**src/rtl/core/deq_pkg.sv**
```systemverilog
// ----------------------------------------------------------------------------
// deq_pkg
// Shared types and constants for the double-ended queue: opcodes, status
// codes, request and response payloads, memory command.
// ----------------------------------------------------------------------------
`default_nettype none

package deq_pkg;

  // Default geometry
  localparam int unsigned DEPTH_DEF       = 16;
  localparam int unsigned ENTRY_WIDTH_DEF = 32;

  // Payload field widths
  localparam int unsigned OPCODE_W = 3;
  localparam int unsigned VALUE_W  = 32;
  localparam int unsigned STATUS_W = 2;
  localparam int unsigned COUNT_W  = 5;

  // Operation codes; the remaining codes act as a query
  typedef enum logic [OPCODE_W-1:0] {
    OP_PUSH_BACK  = 3'd0,
    OP_POP_FRONT  = 3'd1,
    OP_PUSH_FRONT = 3'd2,
    OP_POP_BACK   = 3'd3,
    OP_QUERY      = 3'd4
  } deq_op_e;

  // Completion status
  typedef enum logic [STATUS_W-1:0] {
    ST_DONE  = 2'd0,
    ST_EMPTY = 2'd1,
    ST_FULL  = 2'd2
  } deq_status_e;

  // Request payload
  typedef struct packed {
    logic [OPCODE_W-1:0] opcode;
    logic [VALUE_W-1:0]  entry_value;
  } deq_req_t;

  // Response payload
  typedef struct packed {
    logic [VALUE_W-1:0]  popped_value;
    logic [STATUS_W-1:0] status;
    logic [COUNT_W-1:0]  entry_count;
    logic                is_empty;
  } deq_rsp_t;

  // Ring memory command
  typedef struct packed {
    logic wr;
    logic rd;
  } deq_mem_cmd_t;

endpackage

`default_nettype wire

```
**src/rtl/core/deq_ring_mem.sv**
```systemverilog
// ----------------------------------------------------------------------------
// deq_ring_mem
// Single-port synchronous ring store with a registered read port.
// ----------------------------------------------------------------------------
`default_nettype none

module deq_ring_mem
  import deq_pkg::*;
#(
  parameter int unsigned DEPTH       = DEPTH_DEF,
  parameter int unsigned ENTRY_WIDTH = ENTRY_WIDTH_DEF,
  localparam int unsigned PTR_W      = $clog2(DEPTH)
) (
  input  wire logic                   clk_i,
  input  wire deq_mem_cmd_t           cmd_i,
  input  wire logic [PTR_W-1:0]       addr_i,
  input  wire logic [ENTRY_WIDTH-1:0] wdata_i,
  output logic      [ENTRY_WIDTH-1:0] rdata_o
);

  logic [ENTRY_WIDTH-1:0] mem_q [DEPTH];
  logic [ENTRY_WIDTH-1:0] rdata_q;

  // Write on request; capture read data, hold it until the next read
  always_ff @(posedge clk_i) begin
    if (cmd_i.wr) begin
      mem_q[addr_i] <= wdata_i;
    end
    if (cmd_i.rd) begin
      rdata_q <= mem_q[addr_i];
    end
  end

  assign rdata_o = rdata_q;

endmodule

`default_nettype wire

```
**src/rtl/core/deq_ctrl.sv**
```systemverilog
// ----------------------------------------------------------------------------
// deq_ctrl
// Ring pointer control: decodes the request, issues the memory access,
// updates front index and count, and registers the response.
// ----------------------------------------------------------------------------
`default_nettype none

module deq_ctrl
  import deq_pkg::*;
#(
  parameter int unsigned DEPTH       = DEPTH_DEF,
  parameter int unsigned ENTRY_WIDTH = ENTRY_WIDTH_DEF,
  localparam int unsigned PTR_W      = $clog2(DEPTH),
  localparam int unsigned CNT_W      = $clog2(DEPTH + 1),
  localparam int unsigned SUM_W      = CNT_W + 1
) (
  input  wire logic                   clk_i,
  input  wire logic                   rst_ni,
  input  wire logic                   in_valid_i,
  output logic                        in_stall_o,
  input  wire deq_req_t               in_req_i,
  output logic                        out_valid_o,
  input  wire logic                   out_stall_i,
  output deq_rsp_t                    out_rsp_o,
  output deq_mem_cmd_t                mem_cmd_o,
  output logic      [PTR_W-1:0]       mem_addr_o,
  output logic      [ENTRY_WIDTH-1:0] mem_wdata_o,
  input  wire logic [ENTRY_WIDTH-1:0] mem_rdata_i
);

  typedef enum logic {
    S_IDLE,
    S_RESP
  } state_e;

  state_e                state_q;
  logic [PTR_W-1:0]      front_q, front_d;
  logic [CNT_W-1:0]      count_q, count_d;
  logic [STATUS_W-1:0]   status_q, status_d;
  logic                  pop_ok_q, pop_ok_d;
  logic                  out_valid_q;
  deq_rsp_t              out_rsp_q;

  logic                  accept;
  logic                  load_out;
  logic                  is_full;
  logic                  is_empty;
  logic [PTR_W-1:0]      slot_back;
  logic [PTR_W-1:0]      slot_last;
  logic [PTR_W-1:0]      front_inc;
  logic [PTR_W-1:0]      front_dec;

  // Fold a sum of two ring offsets back into the ring
  function automatic logic [PTR_W-1:0] wrap_slot(input logic [SUM_W-1:0] s);
    logic [SUM_W-1:0] t;
    t = s - SUM_W'(DEPTH);
    if (s >= SUM_W'(DEPTH)) begin
      return PTR_W'(t);
    end
    return PTR_W'(s);
  endfunction

  assign accept   = in_valid_i && (state_q == S_IDLE);
  assign is_full  = (count_q == CNT_W'(DEPTH));
  assign is_empty = (count_q == '0);

  // Ring slot arithmetic
  always_comb begin
    slot_back = wrap_slot(SUM_W'(front_q) + SUM_W'(count_q));
    slot_last = wrap_slot(SUM_W'(front_q) + SUM_W'(count_q) - SUM_W'(1));
    front_inc = (front_q == PTR_W'(DEPTH - 1)) ? '0 : front_q + PTR_W'(1);
    front_dec = (front_q == '0) ? PTR_W'(DEPTH - 1) : front_q - PTR_W'(1);
  end

  // Decode the request into a memory access and the pointer update
  always_comb begin
    mem_cmd_o   = '0;
    mem_addr_o  = front_q;
    mem_wdata_o = ENTRY_WIDTH'(in_req_i.entry_value);
    front_d     = front_q;
    count_d     = count_q;
    status_d    = ST_DONE;
    pop_ok_d    = 1'b0;
    if (accept) begin
      unique case (in_req_i.opcode)
        OP_PUSH_BACK: begin
          if (is_full) begin
            status_d = ST_FULL;
          end else begin
            mem_cmd_o.wr = 1'b1;
            mem_addr_o   = slot_back;
            count_d      = count_q + CNT_W'(1);
          end
        end
        OP_PUSH_FRONT: begin
          if (is_full) begin
            status_d = ST_FULL;
          end else begin
            mem_cmd_o.wr = 1'b1;
            mem_addr_o   = front_dec;
            front_d      = front_dec;
            count_d      = count_q + CNT_W'(1);
          end
        end
        OP_POP_FRONT: begin
          if (is_empty) begin
            status_d = ST_EMPTY;
          end else begin
            mem_cmd_o.rd = 1'b1;
            mem_addr_o   = front_q;
            front_d      = front_inc;
            count_d      = count_q - CNT_W'(1);
            pop_ok_d     = 1'b1;
          end
        end
        OP_POP_BACK: begin
          if (is_empty) begin
            status_d = ST_EMPTY;
          end else begin
            mem_cmd_o.rd = 1'b1;
            mem_addr_o   = slot_last;
            count_d      = count_q - CNT_W'(1);
            pop_ok_d     = 1'b1;
          end
        end
        default: ;
      endcase
    end
  end

  // Response can load when the output register is free or being drained
  assign load_out = (state_q == S_RESP) && (!out_valid_q || !out_stall_i);

  // State, pointers, pending request info and output register
  always_ff @(posedge clk_i or negedge rst_ni) begin
    if (!rst_ni) begin
      state_q     <= S_IDLE;
      front_q     <= '0;
      count_q     <= '0;
      status_q    <= ST_DONE;
      pop_ok_q    <= 1'b0;
      out_valid_q <= 1'b0;
      out_rsp_q   <= '0;
    end else begin
      unique case (state_q)
        S_IDLE: begin
          if (accept) begin
            front_q  <= front_d;
            count_q  <= count_d;
            status_q <= status_d;
            pop_ok_q <= pop_ok_d;
            state_q  <= S_RESP;
          end
        end
        S_RESP: begin
          if (load_out) begin
            state_q <= S_IDLE;
          end
        end
        default: state_q <= S_IDLE;
      endcase

      if (load_out) begin
        out_valid_q            <= 1'b1;
        out_rsp_q.popped_value <= pop_ok_q ? VALUE_W'(mem_rdata_i) : '0;
        out_rsp_q.status       <= status_q;
        out_rsp_q.entry_count  <= COUNT_W'(count_q);
        out_rsp_q.is_empty     <= (count_q == '0);
      end else if (out_valid_q && !out_stall_i) begin
        out_valid_q <= 1'b0;
      end
    end
  end

  assign in_stall_o  = (state_q != S_IDLE);
  assign out_valid_o = out_valid_q;
  assign out_rsp_o   = out_rsp_q;

endmodule

`default_nettype wire

```
**src/rtl/core/double_ended_queue.sv**
```systemverilog
// ----------------------------------------------------------------------------
// double_ended_queue
// Bounded double-ended queue of entry handles held in a ring memory.
//
//   Channel  Direction  Payload    Handshake
//   in       input      deq_req_t  in_valid_i / in_stall_o
//   out      output     deq_rsp_t  out_valid_o / out_stall_i
//
// Each request passes through S_IDLE, where the accept edge issues the ring
// memory access and updates the pointers, and S_RESP, which loads the
// response once the registered memory read has returned.
// A new request is taken while an earlier response still waits in the
// output register; a stalled output holds the second request in place.
// Reset clears front index, count and handshake state; the ring memory
// itself is not cleared, and pops only ever read written slots.
// ----------------------------------------------------------------------------
`default_nettype none

module double_ended_queue
  import deq_pkg::*;
#(
  parameter int unsigned DEPTH       = DEPTH_DEF,
  parameter int unsigned ENTRY_WIDTH = ENTRY_WIDTH_DEF
) (
  input  wire logic     clk_i,
  input  wire logic     rst_ni,
  input  wire logic     in_valid_i,
  output logic          in_stall_o,
  input  wire deq_req_t in_req_i,
  output logic          out_valid_o,
  input  wire logic     out_stall_i,
  output deq_rsp_t      out_rsp_o
);

  localparam int unsigned PTR_W = $clog2(DEPTH);

  deq_mem_cmd_t           mem_cmd;
  logic [PTR_W-1:0]       mem_addr;
  logic [ENTRY_WIDTH-1:0] mem_wdata;
  logic [ENTRY_WIDTH-1:0] mem_rdata;

  // Pointer control and response register
  deq_ctrl #(
    .DEPTH       (DEPTH),
    .ENTRY_WIDTH (ENTRY_WIDTH)
  ) u_ctrl (
    .clk_i       (clk_i),
    .rst_ni      (rst_ni),
    .in_valid_i  (in_valid_i),
    .in_stall_o  (in_stall_o),
    .in_req_i    (in_req_i),
    .out_valid_o (out_valid_o),
    .out_stall_i (out_stall_i),
    .out_rsp_o   (out_rsp_o),
    .mem_cmd_o   (mem_cmd),
    .mem_addr_o  (mem_addr),
    .mem_wdata_o (mem_wdata),
    .mem_rdata_i (mem_rdata)
  );

  // Entry storage
  deq_ring_mem #(
    .DEPTH       (DEPTH),
    .ENTRY_WIDTH (ENTRY_WIDTH)
  ) u_mem (
    .clk_i   (clk_i),
    .cmd_i   (mem_cmd),
    .addr_i  (mem_addr),
    .wdata_i (mem_wdata),
    .rdata_o (mem_rdata)
  );

endmodule

`default_nettype wire

```
**config.mk**
```make
export PLATFORM = sky130hd
export DESIGN_NAME = double_ended_queue
export DESIGN_NICKNAME = d
export VERILOG_FILES = /design/src/rtl/core/deq_pkg.sv /design/src/rtl/core/deq_ring_mem.sv /design/src/rtl/core/deq_ctrl.sv /design/src/rtl/core/double_ended_queue.sv
export SDC_FILE = /design/constraint.sdc
export NUM_CORES = 1
export LEC_CHECK = 0
export BUFFER_PORTS_ARGS = -buffer_cell sky130_fd_sc_hd__buf_2
export CORE_MARGIN = 2
export CORE_UTILIZATION = 58
export CTS_BUF_LIST = sky130_fd_sc_hd__clkbuf_4 sky130_fd_sc_hd__clkbuf_8
export DETAILED_ROUTE_END_ITERATION = 16
export GPL_TIMING_DRIVEN = 0
export MAX_ROUTING_LAYER = met4
export PLACE_DENSITY = 0.86
export SETUP_SLACK_MARGIN = 0.5
export SYNTH_ARGS = -nofsm -noshare
export SYNTH_HDL_FRONTEND = slang
export SYNTH_HIERARCHICAL = 1
export SYNTH_SLANG_ARGS = --single-unit
```
**constraint.sdc**
```tcl
create_clock -name clk_i -period 7.4 [get_ports clk_i]
set_input_delay 0.74 -clock clk_i [delete_from_list [all_inputs] [get_ports clk_i]]
set_output_delay 0.74 -clock clk_i [all_outputs]
set_load 0.005 [all_outputs]
```
==> results of run 1 <==
[through the flow]
stage          area, um^2  utilization [%]
2_1_floorplan       23300                -
3_3_place_gp        24200             61.0
3_5_place_dp        24800             62.5
4_1_cts             26600             67.2
5_1_grt             26600             67.2
6_report            26600             67.2
[how the worst max path moves through the flow]
| stage | end | slack, ns | cells past startpoint |
|---|---|---|---|
| floorplan | u_mem/mem_q[0][0] | 2.17 | 9 |
| global placement | u_mem/mem_q[0][10] | -0.56 | 9 |
| CTS | u_mem/mem_q[7][6] | 2.23 | 12 |
| global route | u_mem/mem_q[12][23] | 1.95 | 12 |
| detailed placement | u_mem/mem_q[2][19] | 2.26 | 12 |
| finish | u_mem/mem_q[4][6] | 2.22 | 12 |
[logic make-up (layout without fill, tap and decap cells)]
| kind of cell | count (synthesis) | after routing | synth area share, % |
|---|---|---|---|
| buffers and inverters | 103 | 342 | 2.50 |
| adder cells (fa/ha/maj) | 11 | 11 | 0.655 |
| flip-flops | 598 | 598 | 75.9 |
| AO/OA/AOI/OAI | 145 | 145 | 4.23 |
| XOR/XNOR | 12 | 12 | 0.510 |
| AND/OR/NAND/NOR | 179 | 179 | 3.40 |
| multiplexers | 136 | 136 | 12.8 |
| other | 0 | 1 | 0 |
[flip-flops by register name (all words and copies together), names as in the netlist]
register	cells
u_ctrl/in_stall_o	1
u_ctrl/out_rsp_o	40
u_mem/mem_q	512
u_ctrl/count_q	5
u_mem/rdata_o	32
u_ctrl/front_q	4
u_ctrl/out_valid_o	1
u_ctrl/pop_ok_q	1
u_ctrl/status_q	2
[cells in the final DEF, fill, tap and decap left out, drive strengths merged, types with 2 or more instances in the layout]
cell type    n
inv          8
nor2        19
clkbuf     184
nand2b       9
a31oi        2
mux2         7
and2         2
a21o         5
nand3        6
xnor2        7
nor2b        3
ha           9
o31ai        4
o211ai       2
a21oi       10
nor3        12
a22oi       64
clkinvlp     2
dfrtp       54
xor2         4
a21boi       2
mux4       128
edfxtp     544
clkinv      18
nor4         2
buf        129
or2          2
a2bb2oi      2
o21ai       43
fa           2
nand3b       2
nand2      117
[cells in the mapped netlist, types with 5 or more instances]
cell type  instances
buf_2             12
a21oi_1            9
nor3_1            12
nand3_1            6
nand2_1          117
buf_6              7
clkbuf_1          44
nor2_1            19
buf_4             34
edfxtp_1         544
mux4_2           128
dfrtp_1           54
a22oi_1           64
xnor2_1            7
a21o_1             5
mux2_2             7
ha_1               9
inv_1              6
o21ai_0           39
nand2b_1           8
[cell type report]
class                      count  area share (%)
sequential                   598            66.4
multi-input combinational    483            19.3
clock buffer                 140            6.41
timing repair buffer          76            2.70
tap                          525            2.47
buffer                        97            2.10
clock inverter                23           0.545
inverter                       6          0.0846
antenna                        1         0.00939
[worst register-to-register path, stage by stage, from the launching register on]
cell and delay, ns:
dfrtp_1 0.50, ha_1 0.28, fa_1 0.54, inv_1 0.09, ha_1 0.21, xnor2_1 0.12
nor3_1 0.14, a21oi_1 0.07, o31ai_1 0.93, nand3b_1 0.57, nor3_2 0.96, buf_6 0.29
buf_6 0.18
[where the power goes]
group	internal, uW	switching, uW	leakage (uW)	total, uW
clock	1500	1220	0.000984	2720
sequential	3950	140	0.00560	4090
combinational	1250	1690	0.00238	2940
[routing by layer]
layer | share of wire, % | wire length [um]
met2 | 51 | 27300
met4 | 4.1 | 2230
met5 | 0 | 0
met3 | 10 | 5490
met1 | 35 | 18800
==> impl_metrics.toml, run 1 <==
[run_status]
outcome = "finished clean"

[final_layout]
fin_nets = 1401
drive_gt1_share_pct = 31.1
synthToLayoutAreaGrowth_pct = 14.4
fin_cells = 1949
multi_input_area_um2 = 5130
seq_area_um2 = 17700
nFillCells = 2360

[logic_synthesis]
synthFlopType = "edfxtp_1"
synthDominantCellAreaShare_pct = 70.1
synth-edff-count = 544
netlist_top_cells_area = "edfxtp_1 (70%), mux4_2 (12%), dfrtp_1 (5.8%)"
postSynthCellCount = 1184
synth_warnings = 6
postSynth.asyncResetShare_pct = 9.03
synth_nets = 1234
seq_area_frac_synth_pct = 75.9
ys_types = 55
ys_seq_elements = 598
netlist_area_um2 = 23300
avgSynthCellArea_um2 = 19.7
synth_top_area_cell = "edfxtp_1"

[cts]
cts.sinks = 598
clkTransAtPathRegs_ns = 0.06
cts_root_buf = "clkbuf_8"
postCtsSetupRepairBufs = 0
insertion_delay_ns = 0.67
cts_buffers = 89
tritoncts = "built"
ctsHoldBuffers = 0
cts.path.max_buffers = 3
htreeDepth = 3
cts_resized = 0

[grt]
grt_start_max_net_pins = 55
grt_pass1_wl_um = 79200
use_met3_pct = 5.31
grtUsageMet2_pct = 44.1
grt_use_total_pct = 27.4
grtUsageMet1_pct = 33.8
grt_antenna_before_repair = 1
grt_pass1_vias = 12800
grt_overflow_total = 0
busiest_layer = "met2"

[floorplanning]
io_pins = 81
dieWidth_um = 204
core-area_um2 = 39600
die-area_um2 = 41800
std_cell_rows = 73
start_util_pct = 58.7
die_h_um = 204

[sta]
final.setup_skew_ns = 0.0367
setup_viol = 0
finalCritPeriodShare_pct = 70.0
finalCriticalPeriod_ns = 5.18
worst_slew_pin_slew_ns = 1.16
drv_slew = 0
whs_ns = 0.174
hold_viol = 0
rsz0062_at_grt = "no"
fin_ws_ns = 2.22
max_freq_mhz = 193
setup-tns-final_ns = 0
slew_headroom_pct = 21.7

[worst_setup_path]
cp.arrival_ns = 5.53
cp.required_ns = 7.75
worstPathBufferInverterCount = 3
cp_slowest_stage_delay_ns = 0.96
crit_family = "simple AND/OR/NAND/NOR gates"
critical_path_class = "reg2reg"
ff2ff_path_depth = 12
cp_slowest_cell = "nor3_2"
regToRegEndpoint = "u_mem/mem_q[4][6]"
r2r_slack_ns = 2.22
crit_start = "u_ctrl/count_q[0]"
reg2reg_from = "u_ctrl/count_q[0]"
end_kind = "flip-flop"
start_kind = "flip-flop"
worstPathMaxFanout = 10
crit_chain = "ha_1 > fa_1 > inv_1 > ha_1 > xnor2_1 > nor3_1 > a21oi_1 > o31ai_1 > nand3b_1 > nor3_2 > buf_6 > buf_6"

[power_and_ir_drop]
power.total_uw = 9760
vdd_ir_drop_max_mv = 0.269
p_leak_uw = 0.00897
p_per_area_nw_per_um2 = 366

[drt]
dr_total_vias = 12500
antenna_left = 0
postRouteWirelength_um = 53800
first_pass_iters = 5
drtIter0Drc = 1480
vias_per_cell = 6.40
wl_per_cell_um = 27.6
drcViolationCount = 0

[placement]
gp_congestion = 0.860
portBuffers = 48
dp_hpwl_um = 34300
dp.cells = 1785
pre_cts_ws_ns = 2.26

[hold_path]
hold_class = "in2async"

[job]
max-cap-violations = 0
No activity file was read; power rests on OpenSTA's default activity.
==> inputs of run 2 (changes only) <==
- ABC_AREA: not set -> 1
- PLACE_DENSITY: 0.86 -> 0.89
- clock period: 7.4 -> 4.5 ns (I/O delays scaled with it)
==> impl_metrics.toml, run 2 <==
[worst_setup_path]
reg2reg_from = "u_ctrl/front_q[0]"
regToRegEndpoint = "u_mem/mem_q[9][18]"
cp.arrival_ns = 4.32
start_kind = "flip-flop"
cp.required_ns = 4.86
end_kind = "flip-flop"
ff2ff_path_depth = 14
critical_path_class = "reg2reg"
worstPathMaxFanout = 24
r2r_slack_ns = 0.53

[logic_synthesis]
postSynth.asyncResetShare_pct = 9.03
avgSynthCellArea_um2 = 10.3
synth_warnings = 6
yosysMostFrequentCell = "nand2_1"
ys_seq_elements = 598
synthFlopType = "edfxtp_1"
synth_nets = 2550
synth-edff-count = 544
synth_common_cells = "nand2_1 (1506), edfxtp_1 (544), inv_1 (97)"
synth_top_area_cell = "edfxtp_1"
ys_types = 37
synthDominantCellAreaShare_pct = 63.7
netlist_top_cells_area = "edfxtp_1 (64%), nand2_1 (22%), dfrtp_1 (5.3%)"
seq_area_frac_synth_pct = 69.0
netlist_area_um2 = 25600
postSynthCellCount = 2500

[sta]
rsz0062_at_grt = "yes"
whs_ns = 0.0232
final.setup_skew_ns = 0.0260
max_freq_mhz = 252
drv_slew = 0
worst_slew_pin_slew_ns = 1.19
setup_viol = 0
hold_viol = 0
slew_headroom_pct = 20.3
finalCritPeriodShare_pct = 88.2
finalCriticalPeriod_ns = 3.97
fin_ws_ns = 0.533

[cts]
tritoncts = "built"
cts_buffers = 91
cts.sinks = 598
cts.path.max_buffers = 3
ctsHoldBuffers = 0
insertion_delay_ns = 0.68
htreeDepth = 3
clkTransAtPathRegs_ns = 0.06
cts_root_buf = "clkbuf_8"

[final_layout]
fin_nets = 2724
largest_register_ffs = 512
synthToLayoutAreaGrowth_pct = 14.0
nFillCells = 2825
drive_gt1_share_pct = 14.5
fin_cells = 3337
layout_commonest_cell = "nand2_1"
layout_common_cells = "nand2_1 (1504), edfxtp_1 (544), inv_1 (97), clkbuf_8 (94), buf_2 (86)"
regMostFlops = "u_mem/mem_q"

[job]
max-cap-violations = 0

[power_and_ir_drop]
p_per_area_nw_per_um2 = 604
vdd_ir_drop_max_mv = 0.320
power.total_uw = 17600
p_leak_uw = 0.0126

[hold_path]
hold_class = "in2async"

[drt]
wl_per_cell_um = 21.2
dr_total_vias = 19400
vias_per_cell = 5.82
antenna_left = 0
drtIter0Drc = 2947
first_pass_iters = 7
drcViolationCount = 0
postRouteWirelength_um = 70700

[grt]
grt_start_max_net_pins = 55
grt_pass1_wl_um = 106000
grt_use_total_pct = 31.5
grt_pass1_vias = 19200
grt_antenna_before_repair = 1
grt_overflow_total = 0

[placement]
dp.cells = 3156
portBuffers = 48
dp_hpwl_um = 43800
pre_cts_ws_ns = -0.0119
gp_congestion = 0.873

[floorplanning]
die-area_um2 = 45900
start_util_pct = 58.3
dieWidth_um = 214
io_pins = 81
std_cell_rows = 77
die_h_um = 214
core-area_um2 = 43900

[run_status]
outcome = "finished clean"
[run 2: metal layers]
layer	vias to the layer above	track usage (%)	wire [um]
li1	8359	-	-
met1	8962	36.7	22900
met2	1695	50.0	33300
met3	393	9.06	10300
met4	0	16.2	4210
met5	-	-	0
[run 2: cell families after synthesis]
family | after synthesis | synth area share, %
AO/OA/AOI/OAI | 66 | 1.42
flip-flops | 598 | 69.0
XOR/XNOR | 9 | 0.308
AND/OR/NAND/NOR | 1570 | 23.4
buffers and inverters | 246 | 5.28
adder cells (fa/ha/maj) | 11 | 0.596
[run 2: cell type report]
| cell class | count | area, um^2 | area share (%) |
|---|---|---|---|
| clock buffers | 130 | 1560 | 5.35 |
| well taps | 592 | 741 | 2.53 |
| clock inverters | 33 | 233 | 0.796 |
| inverters | 104 | 398 | 1.36 |
| diodes | 1 | 2.50 | 0.00856 |
| plain buffers | 142 | 975 | 3.34 |
| multi-input cells | 1656 | 6750 | 23.1 |
| flip-flops and latches | 598 | 17700 | 60.5 |
| repair buffers | 81 | 868 | 2.97 |
[run 2: worst max-delay path by stage]
stage,to,cells past startpoint,slack (ns),startpoint
after floorplan,u_mem/mem_q[5][0],13,0.29,u_ctrl/count_q[0]
after global placement,u_mem/mem_q[6][15],13,-1.77,u_ctrl/count_q[0]
after detailed placement,u_mem/mem_q[3][16],13,-0.01,u_ctrl/count_q[0]
after CTS,u_mem/mem_q[3][21],17,0.55,u_ctrl/count_q[0]
after global routing,u_mem/mem_q[9][23],14,0.42,u_ctrl/count_q[0]
final,u_mem/mem_q[9][18],14,0.53,u_ctrl/front_q[0]
[run 2: power breakdown]
part	internal, uW	total [uW]	switching [uW]
sequential	6400	6560	158
combinational	1830	6620	4800
clock	2360	4460	2090
total	10600	17600	7050
[run 2: metrics by stage]
stage | utilization [%] | instance area [um^2] | TNS [ns]
3_3_place_gp | 60.6 | 26600 | -409.08
6_report | 66.5 | 29200 | 0
5_1_grt | 66.5 | 29200 | 0
3_5_place_dp | 61.7 | 27100 | -0.197
2_1_floorplan | - | 25700 | 0
4_1_cts | 66.4 | 29200 | 0
[run 2: timing repair]
item / 4_1_cts / 5_1_grt
resized for setup: 6 / 21
setup endpoints to repair: 504 / 536
hold endpoints to repair: 0 / 0
buffers inserted: 17 / 0
pin swaps: 16 / 2
[run 2: worst max-delay path, stage by stage, from the launching register on]
cell and delay [ns]:
dfrtp_1 0.44, ha_1 0.26, fa_1 0.52, inv_1 0.06
ha_1 0.27, o2111ai_1 0.14, nand2_1 0.08, nand2_1 0.08
buf_2 0.19, inv_1 0.12, clkbuf_4 0.32, clkbuf_4 0.33
nand3_2 0.26, nor2_4 0.30, buf_12 0.24
